### config.mk
export PLATFORM = sky130hd
export DESIGN_NAME = utf8_to_utf16_transcoder
export DESIGN_NICKNAME = d
export VERILOG_FILES = /design/src/sv/u8u16_pkg.sv /design/src/sv/utf8_to_utf16_transcoder.sv /design/src/sv/u8u16_decode.sv
export SDC_FILE = /design/constraint.sdc
export NUM_CORES = 1
export LEC_CHECK = 0
export BUFFER_PORTS_ARGS = -buffer_cell sky130_fd_sc_hd__buf_2
export CORE_MARGIN = 3
export CORE_UTILIZATION = 43
export CTS_CLUSTER_DIAMETER = 150
export DETAILED_ROUTE_END_ITERATION = 8
export PLACE_DENSITY_LB_ADDON = 0.2
export SETUP_SLACK_MARGIN = 0.5
export SLEW_MARGIN = 40
export SYNTH_ARGS = -nofsm -noshare
export SYNTH_HDL_FRONTEND = slang
export SYNTH_HIERARCHICAL = 1
export SYNTH_SLANG_ARGS = --single-unit
### constraint.sdc
create_clock -name clk_i -period 6.3 [get_ports clk_i]
set_input_delay 0 -clock clk_i [delete_from_list [all_inputs] [get_ports clk_i]]
set_output_delay 0 -clock clk_i [all_outputs]
set_load 0.02 [all_outputs]
### src/sv/u8u16_pkg.sv
// shared types and constants of the utf-8 to utf-16 transcoder
package u8u16_pkg;

  localparam logic [15:0] SUBST_UNIT = 16'hFFFD;
  localparam logic [15:0] HI_SURR    = 16'hD800;
  localparam logic [15:0] LO_SURR    = 16'hDC00;
  localparam int unsigned MAX_RES    = 4;

  // result status codes
  localparam logic [1:0] ST_OK         = 2'd0;
  localparam logic [1:0] ST_BAD_LEAD   = 2'd1;
  localparam logic [1:0] ST_INCOMPLETE = 2'd2;
  localparam logic [1:0] ST_RANGE      = 2'd3;

  typedef struct packed {
    logic [1:0]  exp;     // continuations expected, 0 = no sequence open
    logic [1:0]  seen;    // continuations taken so far
    logic [20:0] gath;    // gathered code point bits
    logic        halted;  // swallowing up to the end of the string
  } dec_state_t;

  typedef struct packed {
    logic [15:0] unit;
    logic        present;
    logic [1:0]  status;
    logic        done;
  } result_t;

  typedef struct packed {
    result_t [MAX_RES-1:0] res;
    logic [2:0]            cnt;
  } res_list_t;

endpackage

### src/sv/utf8_to_utf16_transcoder.sv
// top level of the streaming utf-8 to utf-16 transcoder
//
// s_axis carries one utf-8 byte per item in tdata[7:0]; tlast marks the final
// byte of a string. m_axis gives one result per item: tdata holds the utf-16
// code unit and the run_last flag, tuser the unit_present flag and status,
// tlast marks the final result of a string.
// cfg_we_i / cfg_wdata_i write check_mode; only while the block is idle.
// A byte is accepted into an input register, decoded from there by short
// combinational logic into up to four results, and those land in a result
// buffer that drains one result per cycle while the receiver is ready.
// Throughput is one byte per cycle as long as each byte gives at most one
// result and the receiver is ready; a byte that gives more results holds
// the decoder while its results drain from the buffer. Swallowed bytes in
// check mode give no result and pass at one per cycle once the buffer is empty.
// When the receiver stalls, the buffer holds, then the input register
// fills and s_axis_tready_o drops.
// Reset clears the decode state, check_mode and all valid flags; no
// clearing pass is needed.
module utf8_to_utf16_transcoder import u8u16_pkg::*; (
  input  logic        clk_i,
  input  logic        rst_ni,
  // config
  input  logic        cfg_we_i,
  input  logic        cfg_wdata_i,      // check_mode
  // byte input
  input  logic        s_axis_tvalid_i,
  output logic        s_axis_tready_o,
  input  logic [7:0]  s_axis_tdata_i,   // [7:0] data_byte
  input  logic        s_axis_tlast_i,   // end_of_string
  // unit output
  output logic        m_axis_tvalid_o,
  input  logic        m_axis_tready_i,
  output logic [23:0] m_axis_tdata_o,   // [15:0] code_unit, [16] run_last, rest zero
  output logic [2:0]  m_axis_tuser_o,   // [0] unit_present, [2:1] status
  output logic        m_axis_tlast_o    // string_done
);

  logic        check_mode_q;
  dec_state_t  st_q, st_d;

  // input register
  logic        s1_valid_q;
  logic [7:0]  s1_byte_q;
  logic        s1_eos_q;

  // result buffer
  result_t [MAX_RES-1:0] buf_q;
  logic [2:0]  rem_q;
  logic [1:0]  idx_q;

  res_list_t   list;
  result_t     cur;
  logic        out_take;
  logic        buf_free;
  logic        adv;

  u8u16_decode u_decode (
    .byte_i       (s1_byte_q),
    .eos_i        (s1_eos_q),
    .check_mode_i (check_mode_q),
    .st_i         (st_q),
    .st_o         (st_d),
    .list_o       (list)
  );

  assign out_take = m_axis_tvalid_o && m_axis_tready_i;
  // buffer can take the next byte's results this cycle
  assign buf_free = (rem_q == 3'd0) || ((rem_q == 3'd1) && m_axis_tready_i);
  assign adv      = s1_valid_q && buf_free;
  assign s_axis_tready_o = !s1_valid_q || adv;

  always_ff @(posedge clk_i or negedge rst_ni) begin
    if (!rst_ni) begin
      check_mode_q <= 1'b0;
    end else if (cfg_we_i) begin
      check_mode_q <= cfg_wdata_i;
    end
  end

  always_ff @(posedge clk_i or negedge rst_ni) begin
    if (!rst_ni) begin
      s1_valid_q <= 1'b0;
    end else if (s_axis_tready_o) begin
      s1_valid_q <= s_axis_tvalid_i;
    end
  end

  always_ff @(posedge clk_i) begin
    if (s_axis_tready_o && s_axis_tvalid_i) begin
      s1_byte_q <= s_axis_tdata_i;
      s1_eos_q  <= s_axis_tlast_i;
    end
  end

  always_ff @(posedge clk_i or negedge rst_ni) begin
    if (!rst_ni) begin
      st_q  <= '0;
      rem_q <= 3'd0;
      idx_q <= 2'd0;
    end else if (adv) begin
      st_q  <= st_d;
      rem_q <= list.cnt;
      idx_q <= 2'd0;
    end else if (out_take) begin
      rem_q <= rem_q - 3'd1;
      idx_q <= idx_q + 2'd1;
    end
  end

  always_ff @(posedge clk_i) begin
    if (adv) begin
      buf_q <= list.res;
    end
  end

  assign cur             = buf_q[idx_q];
  assign m_axis_tvalid_o = (rem_q != 3'd0);
  assign m_axis_tdata_o  = {7'd0, (rem_q == 3'd1), cur.unit};
  assign m_axis_tuser_o  = {cur.status, cur.present};
  assign m_axis_tlast_o  = cur.done;

`ifndef SYNTHESIS
  // a status-only report always closes its byte and its string
  a_report_final: assert property (@(posedge clk_i) disable iff (!rst_ni)
    (m_axis_tvalid_o && !m_axis_tuser_o[0]) |-> (m_axis_tlast_o && m_axis_tdata_o[16]))
    else $error("status-only result not final");

  // swallowed bytes give no results
  a_halt_silent: assert property (@(posedge clk_i) disable iff (!rst_ni)
    (adv && st_q.halted) |-> (list.cnt == 3'd0))
    else $error("result from a swallowed byte");

  // read position never runs past the buffer
  a_buf_bound: assert property (@(posedge clk_i) disable iff (!rst_ni)
    (rem_q != 3'd0) |-> (({1'b0, idx_q} + rem_q) <= 3'(MAX_RES)))
    else $error("result buffer overrun");
`endif

endmodule

### src/sv/u8u16_decode.sv
// combinational decode of one byte into up to four utf-16 results
module u8u16_decode import u8u16_pkg::*; (
  input  logic [7:0]  byte_i,
  input  logic        eos_i,
  input  logic        check_mode_i,
  input  dec_state_t  st_i,
  output dec_state_t  st_o,
  output res_list_t   list_o
);

  logic        cont;
  logic [1:0]  ns;
  logic [20:0] newg;
  logic [19:0] v;
  logic        fail_a;
  logic [1:0]  taken_a;
  logic        stopped;
  logic        relead;
  res_list_t   l;
  dec_state_t  nx;

  function automatic res_list_t put(res_list_t li, logic [15:0] unit, logic present,
                                    logic [1:0] status, logic done);
    res_list_t lo;
    lo = li;
    if (lo.cnt < 3'(MAX_RES)) begin
      lo.res[lo.cnt[1:0]] = '{unit: unit, present: present, status: status, done: done};
      lo.cnt = lo.cnt + 3'd1;
    end
    return lo;
  endfunction

  assign cont = (byte_i[7:6] == 2'b10);
  assign ns   = st_i.seen + 2'd1;
  assign newg = {st_i.gath[14:0], byte_i[5:0]};
  assign v    = newg[19:0] - 20'h10000;

  always_comb begin
    l       = '0;
    nx      = st_i;
    stopped = 1'b0;
    relead  = 1'b1;
    fail_a  = 1'b0;
    taken_a = st_i.seen;
    if (st_i.halted) begin
      relead = 1'b0;
      if (eos_i) nx.halted = 1'b0;
    end else begin
      // sequence in progress
      if (st_i.exp != 2'd0) begin
        if (cont) begin
          relead  = 1'b0;
          nx.gath = newg;
          nx.seen = ns;
          if (ns == st_i.exp) begin
            nx.exp  = 2'd0;
            nx.seen = 2'd0;
            nx.gath = '0;
            if (newg[20] && (newg[19:16] != 4'd0)) begin
              if (check_mode_i) begin
                l       = put(l, 16'd0, 1'b0, ST_RANGE, 1'b1);
                stopped = 1'b1;
              end else begin
                l = put(l, SUBST_UNIT, 1'b1, ST_RANGE, 1'b0);
              end
            end else if (newg[20:16] == 5'd0) begin
              l = put(l, newg[15:0], 1'b1, ST_OK, 1'b0);
            end else begin
              l = put(l, HI_SURR | {6'd0, v[19:10]}, 1'b1, ST_OK, 1'b0);
              l = put(l, LO_SURR | {6'd0, v[9:0]}, 1'b1, ST_OK, 1'b0);
            end
          end else if (eos_i) begin
            fail_a  = 1'b1;
            taken_a = ns;
          end
        end else begin
          fail_a = 1'b1;
        end
      end
      // broken sequence
      if (fail_a) begin
        nx.exp  = 2'd0;
        nx.seen = 2'd0;
        nx.gath = '0;
        if (check_mode_i) begin
          l       = put(l, 16'd0, 1'b0, ST_INCOMPLETE, 1'b1);
          stopped = 1'b1;
        end else begin
          l = put(l, SUBST_UNIT, 1'b1, ST_INCOMPLETE, 1'b0);
          for (int i = 0; i < 3; i++) begin
            if (2'(i) < taken_a) l = put(l, SUBST_UNIT, 1'b1, ST_BAD_LEAD, 1'b0);
          end
        end
      end
      // byte as a lead
      if (relead && !stopped) begin
        case (byte_i) inside
          [8'h00:8'h7F]: l = put(l, {8'd0, byte_i}, 1'b1, ST_OK, 1'b0);
          [8'hC0:8'hDF]: begin
            nx.exp  = 2'd1;
            nx.gath = {16'd0, byte_i[4:0]};
          end
          [8'hE0:8'hEF]: begin
            nx.exp  = 2'd2;
            nx.gath = {17'd0, byte_i[3:0]};
          end
          [8'hF0:8'hF7]: begin
            nx.exp  = 2'd3;
            nx.gath = {18'd0, byte_i[2:0]};
          end
          default: begin
            if (check_mode_i) begin
              l       = put(l, 16'd0, 1'b0, ST_BAD_LEAD, 1'b1);
              stopped = 1'b1;
            end else begin
              l = put(l, SUBST_UNIT, 1'b1, ST_BAD_LEAD, 1'b0);
            end
          end
        endcase
        if (nx.exp != 2'd0) begin
          nx.seen = 2'd0;
          if (eos_i) begin
            nx.exp  = 2'd0;
            nx.gath = '0;
            if (check_mode_i) begin
              l       = put(l, 16'd0, 1'b0, ST_INCOMPLETE, 1'b1);
              stopped = 1'b1;
            end else begin
              l = put(l, SUBST_UNIT, 1'b1, ST_INCOMPLETE, 1'b0);
            end
          end
        end
      end
      if (stopped) begin
        nx.exp    = 2'd0;
        nx.seen   = 2'd0;
        nx.gath   = '0;
        nx.halted = !eos_i;
      end
    end
    // end of string marks the last result of this byte
    if ((l.cnt != 3'd0) && eos_i) begin
      l.res[2'(l.cnt - 3'd1)].done = 1'b1;
    end
    list_o = l;
    st_o   = nx;
  end

endmodule

* Word-level counts from Yosys, hierarchy flattened
Index checks and enable logic that the tools add are counted.
** Cells by class
- Add/sub/neg operators :: 12
- Order comparisons :: 35
- Equality and inequality tests :: 3
- Mux-type cells :: 129
- Bitwise gates (word level) :: 28
- Reduce and logical (&&, ||, !) cells :: 33
** Operators with widths (number)
- $mux W83 :: 44
- $or A68 B68 Y68 :: 6
- $demux W20 S2 :: 8
- $bwmux W80 :: 3
- $and A72 B72 Y72 :: 3
- $not A72 Y72 :: 3
- $mux W23 :: 7
- $mux W20 :: 8
- $mux W25 :: 6
- $mux W21 :: 5
- $mux W80 :: 1
- $and A12 B12 Y12 :: 6
- $not A12 Y12 :: 6
- $bmux W20 S2 :: 1
- $mux W1 :: 29
- $mux W2 :: 14
- $lt A2 B3 Y1 const B :: 9
- $mux W26 :: 1
- $ge A8 B8 Y1 const B :: 3
- $le A8 B8 Y1 const B :: 3
- $or A8 B8 Y8 :: 3
- $add A3 B1 Y3 const B :: 7
- $lt A3 B3 Y1 const B :: 7
- $sub A20 B17 Y20 const B :: 1
- other kinds (22) :: 56
** Word-level totals
- Register bits after elaboration :: 122
- Output and inout bits :: 30
- Word-level logic and storage cells :: 266

* Depth between registers and ports, before layout
- Depth after elaboration :: 95
- Gate-level depth with buffers :: 31

* Hierarchy
Netlist, hierarchy kept.
** By module, submodules not included
- utf8_to_utf16_transcoder :: instances 1, cells each 213, area each 4575.6 um^2, seq. area each 3498.4 um^2
- u8u16_decode :: instances 1, cells each 534, area each 3477.1 um^2, seq. area each 0.0 um^2

* Worst setup path after synthesis
Ideal clock, no wire load.
- Path type :: reg-to-reg
- Start point :: reg s1_byte_q[6]
- End point :: reg buf_q[11] (netlist name) (data pin)
- Setup time :: 0.270 ns
- Arrival :: 5.748 ns
- Required time :: 6.030 ns
- Setup slack :: 0.282 ns
- Cell stages (with the launch flop) :: 27
- Path buffers :: 1
- Cells stage by stage :: edfxtp_1 clkbuf_1 nor4bb_1 a32oi_4 or2b_2 inv_1 ha_1 or3b_2 o21ai_0 a2bb2oi_1 a21oi_1 xor2_1 ha_1 nand2_1 nor4_1 a41oi_2 o211ai_4 o21ai_1 nand2_1 xnor2_1 inv_1 ha_1 and3_1 a31o_2 nor3b_1 a21oi_2 a21oi_1
** RTL lines
- from (decl) :: RTL line utf8_to_utf16_transcoder.sv:43 : logic [7:0] s1_byte_q;
- from (signal assigned) :: RTL line utf8_to_utf16_transcoder.sv:90 : s1_byte_q <= s_axis_tdata_i;
- to (signal assigned) :: RTL line utf8_to_utf16_transcoder.sv:112 : buf_q <= list.res;
- to (decl) :: RTL line utf8_to_utf16_transcoder.sv:47 : result_t [MAX_RES-1:0] buf_q;

==> results by stage <==
Routing:
- The via count of the routed design is 6141.
- The top layer reached by signal wires is met4.
- After detailed routing, the average wire length per cell comes to 21.2 um.
- The count of antenna-violating nets left after detailed routing is 0.
- The wire length on met1 is 9.44 mm.
- The first-pass iteration count of the detailed router is 6.
- The via count normalized by instance count is 6.12.
- The final routed wirelength across all metal layers is 21.3 mm.
- The remaining design rule violation count is 0.
- The routed length on met2 is 9.99 mm.
- The violation count after the first detailed-routing iteration is 665.
- The detailed-routed wire length on met3 is 1.36 mm.

Power and ir drop:
- The total leakage power is 3.47 nW.
- The worst ir drop on vdd is 0.000278 V.
- In this run, the clock network consumes 20.7% of the power.
- The combinational fraction of design power is 49.1%.
- The proportion of power drawn by flip-flops and latches is 30.2%.
- For this design the ratio of total power to cell area is 553 nW/um2.
- The internal power is 2.95 mW.
- The analysis attributes to net switching a power of 2.06 mW.
- The proportion of total power due to net switching is 41.1%.

Worst hold path:
- In this run the worst hold path is classified as in -> async.

Setup path:
- By startpoint and endpoint, the worst setup path is classified as reg -> reg.
- STA classifies the critical path startpoint as a flip-flop.
- The worst path buffer plus inverter count is 5.
- The critical path required time is 6.46 ns.
- The data arrival at the endpoint of the critical path is 5.72 ns.
- The largest driver fanout on the critical path is 6.
- The largest single stage delay on the critical path is 0.40 ns.
- The cell family contributing the most delay on the critical path is simple AND/OR/NAND/NOR gates.
- The slowest stage of the critical path belongs to the cell or3b_4.
- The most numerous cell type found on the critical path is ha_2.
- The worst setup path is captured at a flip-flop.

Run:
- Max-cap violations in this run came to 0.

Yosys:
- Summing every instance area after synthesis gives 7780 um2.
- Each instance of the synthesized netlist takes up on average 10.7 um2.
- The yosys synthesis warning count is 6.
- The instance count of the mapped netlist is 726.

Die:
- The die covers 19700 um2.
- The initial core utilization is 44.5%.
- The number of I/O pins is 45.
- The row count is 48.
- The overall die width is 141 um.
- The floorplan step defined a core boundary enclosing 17500 um2.
- Measured along the y axis, the die boundary spans 141 um.

GRT:
- Global routing finished with a remaining overflow of 0.
- The first global-routing pass estimated 33.7 mm of wire.
- The global router's overall resource usage is 21.9%.
- The initial antenna violation count is 0.
- The pin count of the biggest net entering global routing is 61.
- The number of global-route vias before repair came to 5998.

STA:
- The share of the cycle needed by the critical path after routing is 88.2%.
- The worst-margin pin slew is 0.824 ns.
- Across the routed clock network, the largest skew measured is 0.0137 ns.
- After routing, the total negative slack on setup checks comes to 0 ns.
- The final hold violation count is 0.
- After layout, the minimum clock period comes to 5.56 ns.
- The highest clock frequency the design can meet is 180 MHz.
- In this run the tightest slew margin relative to its limit is 44.5%.
- The setup-violating endpoint count in the final report is 0.
- Setup repair after global routing could not meet its margin everywhere.
- The final number of max-transition violations is 0.

Place:
- The routability congestion estimate from global placement is 0.977.
- Once placement completed, the tool counted placed cells totaling 947.
- Summed over all nets, the half-perimeter wirelength after detailed placement is 15.3 mm.
- The number of buffers added on ports is 37.

Clock network:
- The H-tree generated during clock tree synthesis spans 4 levels.
- Counting along the longest clock path gives a buffer depth of 2.
- After clock tree synthesis, the clock-pin slew on the worst setup and hold paths is 0.06 ns.
- The worst-skew pair later-pin latency is 0.43 ns.
- Counting every sink on the clock net gives 116.
- The TritonCTS buffer count is 17.
- The cell sitting at the root of the clock tree is a clkbuf_16.
- The TritonCTS clock tree is built.

Finish:
- Leaving out filler cells and counting taps, the final layout contains 1003.
- The area growth from synthesis to layout is 16.3%.
- For this run, the post-layout net count is 808.
- The layout cell share with drive strength beyond 1 is 28.8%.
- 0 antenna diodes ended up in the layout.

Status:
- The flow ran to the end, and the final reports show no timing, DRC or antenna violations.
-- flip-flops by register name, indices dropped and copies added, names as in the netlist --
signal        flops
buf_q            80
st_q             20
s1_byte_q         8
rem_q             3
idx_q             2
check_mode_q      1
s1_eos_q          1
s1_valid_q        1
-- path summary, 6_finish.rpt --
path                                   start      endpoint  slack, ns  cells past startpoint
setup / recovery                    st_q[11]     buf_q[12]       0.74                     30
hold / removal                        rst_ni       st_q[1]       0.16                      2
setup reg to reg                    st_q[11]     buf_q[12]       0.74                     30
hold reg to reg                     rem_q[1]      rem_q[1]       0.53                      1
max in group asynchronous             rst_ni      idx_q[1]       5.66                      2
min in group clk_i         s_axis_tdata_i[5]  s1_byte_q[5]       0.28                      2
-- through the flow --
stage	worst slack, ns	power (mW)	hold WS, ns	cell area (um2)	utilization, %
after CTS	0.547	4.96	0.157	8900	50.9
after floorplan	0.526	3.26	-0.296	7820	-
after global routing	0.435	5.31	0.202	9050	51.8
final	0.742	5.01	0.158	9050	51.8
after detailed placement	0.112	3.86	0.0907	8040	46.0
after global placement	0.301	3.81	0.0787	8030	46.0
-- what timing repair did --
action                                  in CTS  in global routing
hold endpoints to repair                    40                  0
hold buffers                                14                  0
gates cloned                                 0                  1
pin swaps                                    5                  5
gates resized for setup                     16                 26
setup buffers                                3                  6
endpoints found under the setup margin      60                 74
-- layer usage --
metal	vias up	track usage, %
met1	3024	31.0
met5	-	0
met4	0	6.73
li1	2805	-
met2	257	33.9
met3	55	4.68
-- cells in the final DEF (no fill, tap or decap), drive strengths merged, types with 5 or more instances in the layout --
cell,instances
buf,73
a22o,16
nand2b,7
ha,28
or3,6
nand3,9
mux2,25
a31o,5
dfrtp,27
edfxtp,89
o21ai,56
clkbuf,19
conb,7
a21oi,65
and3,7
o21a,14
mux4,20
xnor2,5
and2,6
nand4,6
a21o,12
o31ai,6
a22oi,6
a211oi,7
a221oi,6
mux2i,6
nor2,38
o22ai,6
inv,32
dlygate4sd3,14
nor2b,6
nand2,61
nor3,14
nor3b,5
-- power by group through the flow --
stage / registers [mW] / clock network, mW / logic (mW)
after global placement: 1.51 / 0 / 2.30
final: 1.51 / 1.03 / 2.46
after CTS: 1.52 / 1.06 / 2.38
after floorplan: 1.41 / 0 / 1.85
after global routing: 1.55 / 1.09 / 2.66
after detailed placement: 1.53 / 0 / 2.32
-- cell type report --
cell class                 instances  area (um2)
clock inverter                    13         195
inverter                          29         114
fill                            1512        8430
timing repair buffer              87         597
sequential                       116        3350
multi-input combinational        514        4070
tap                              225         282
clock buffer                      19         443
Power figures use the tool's default switching activity.
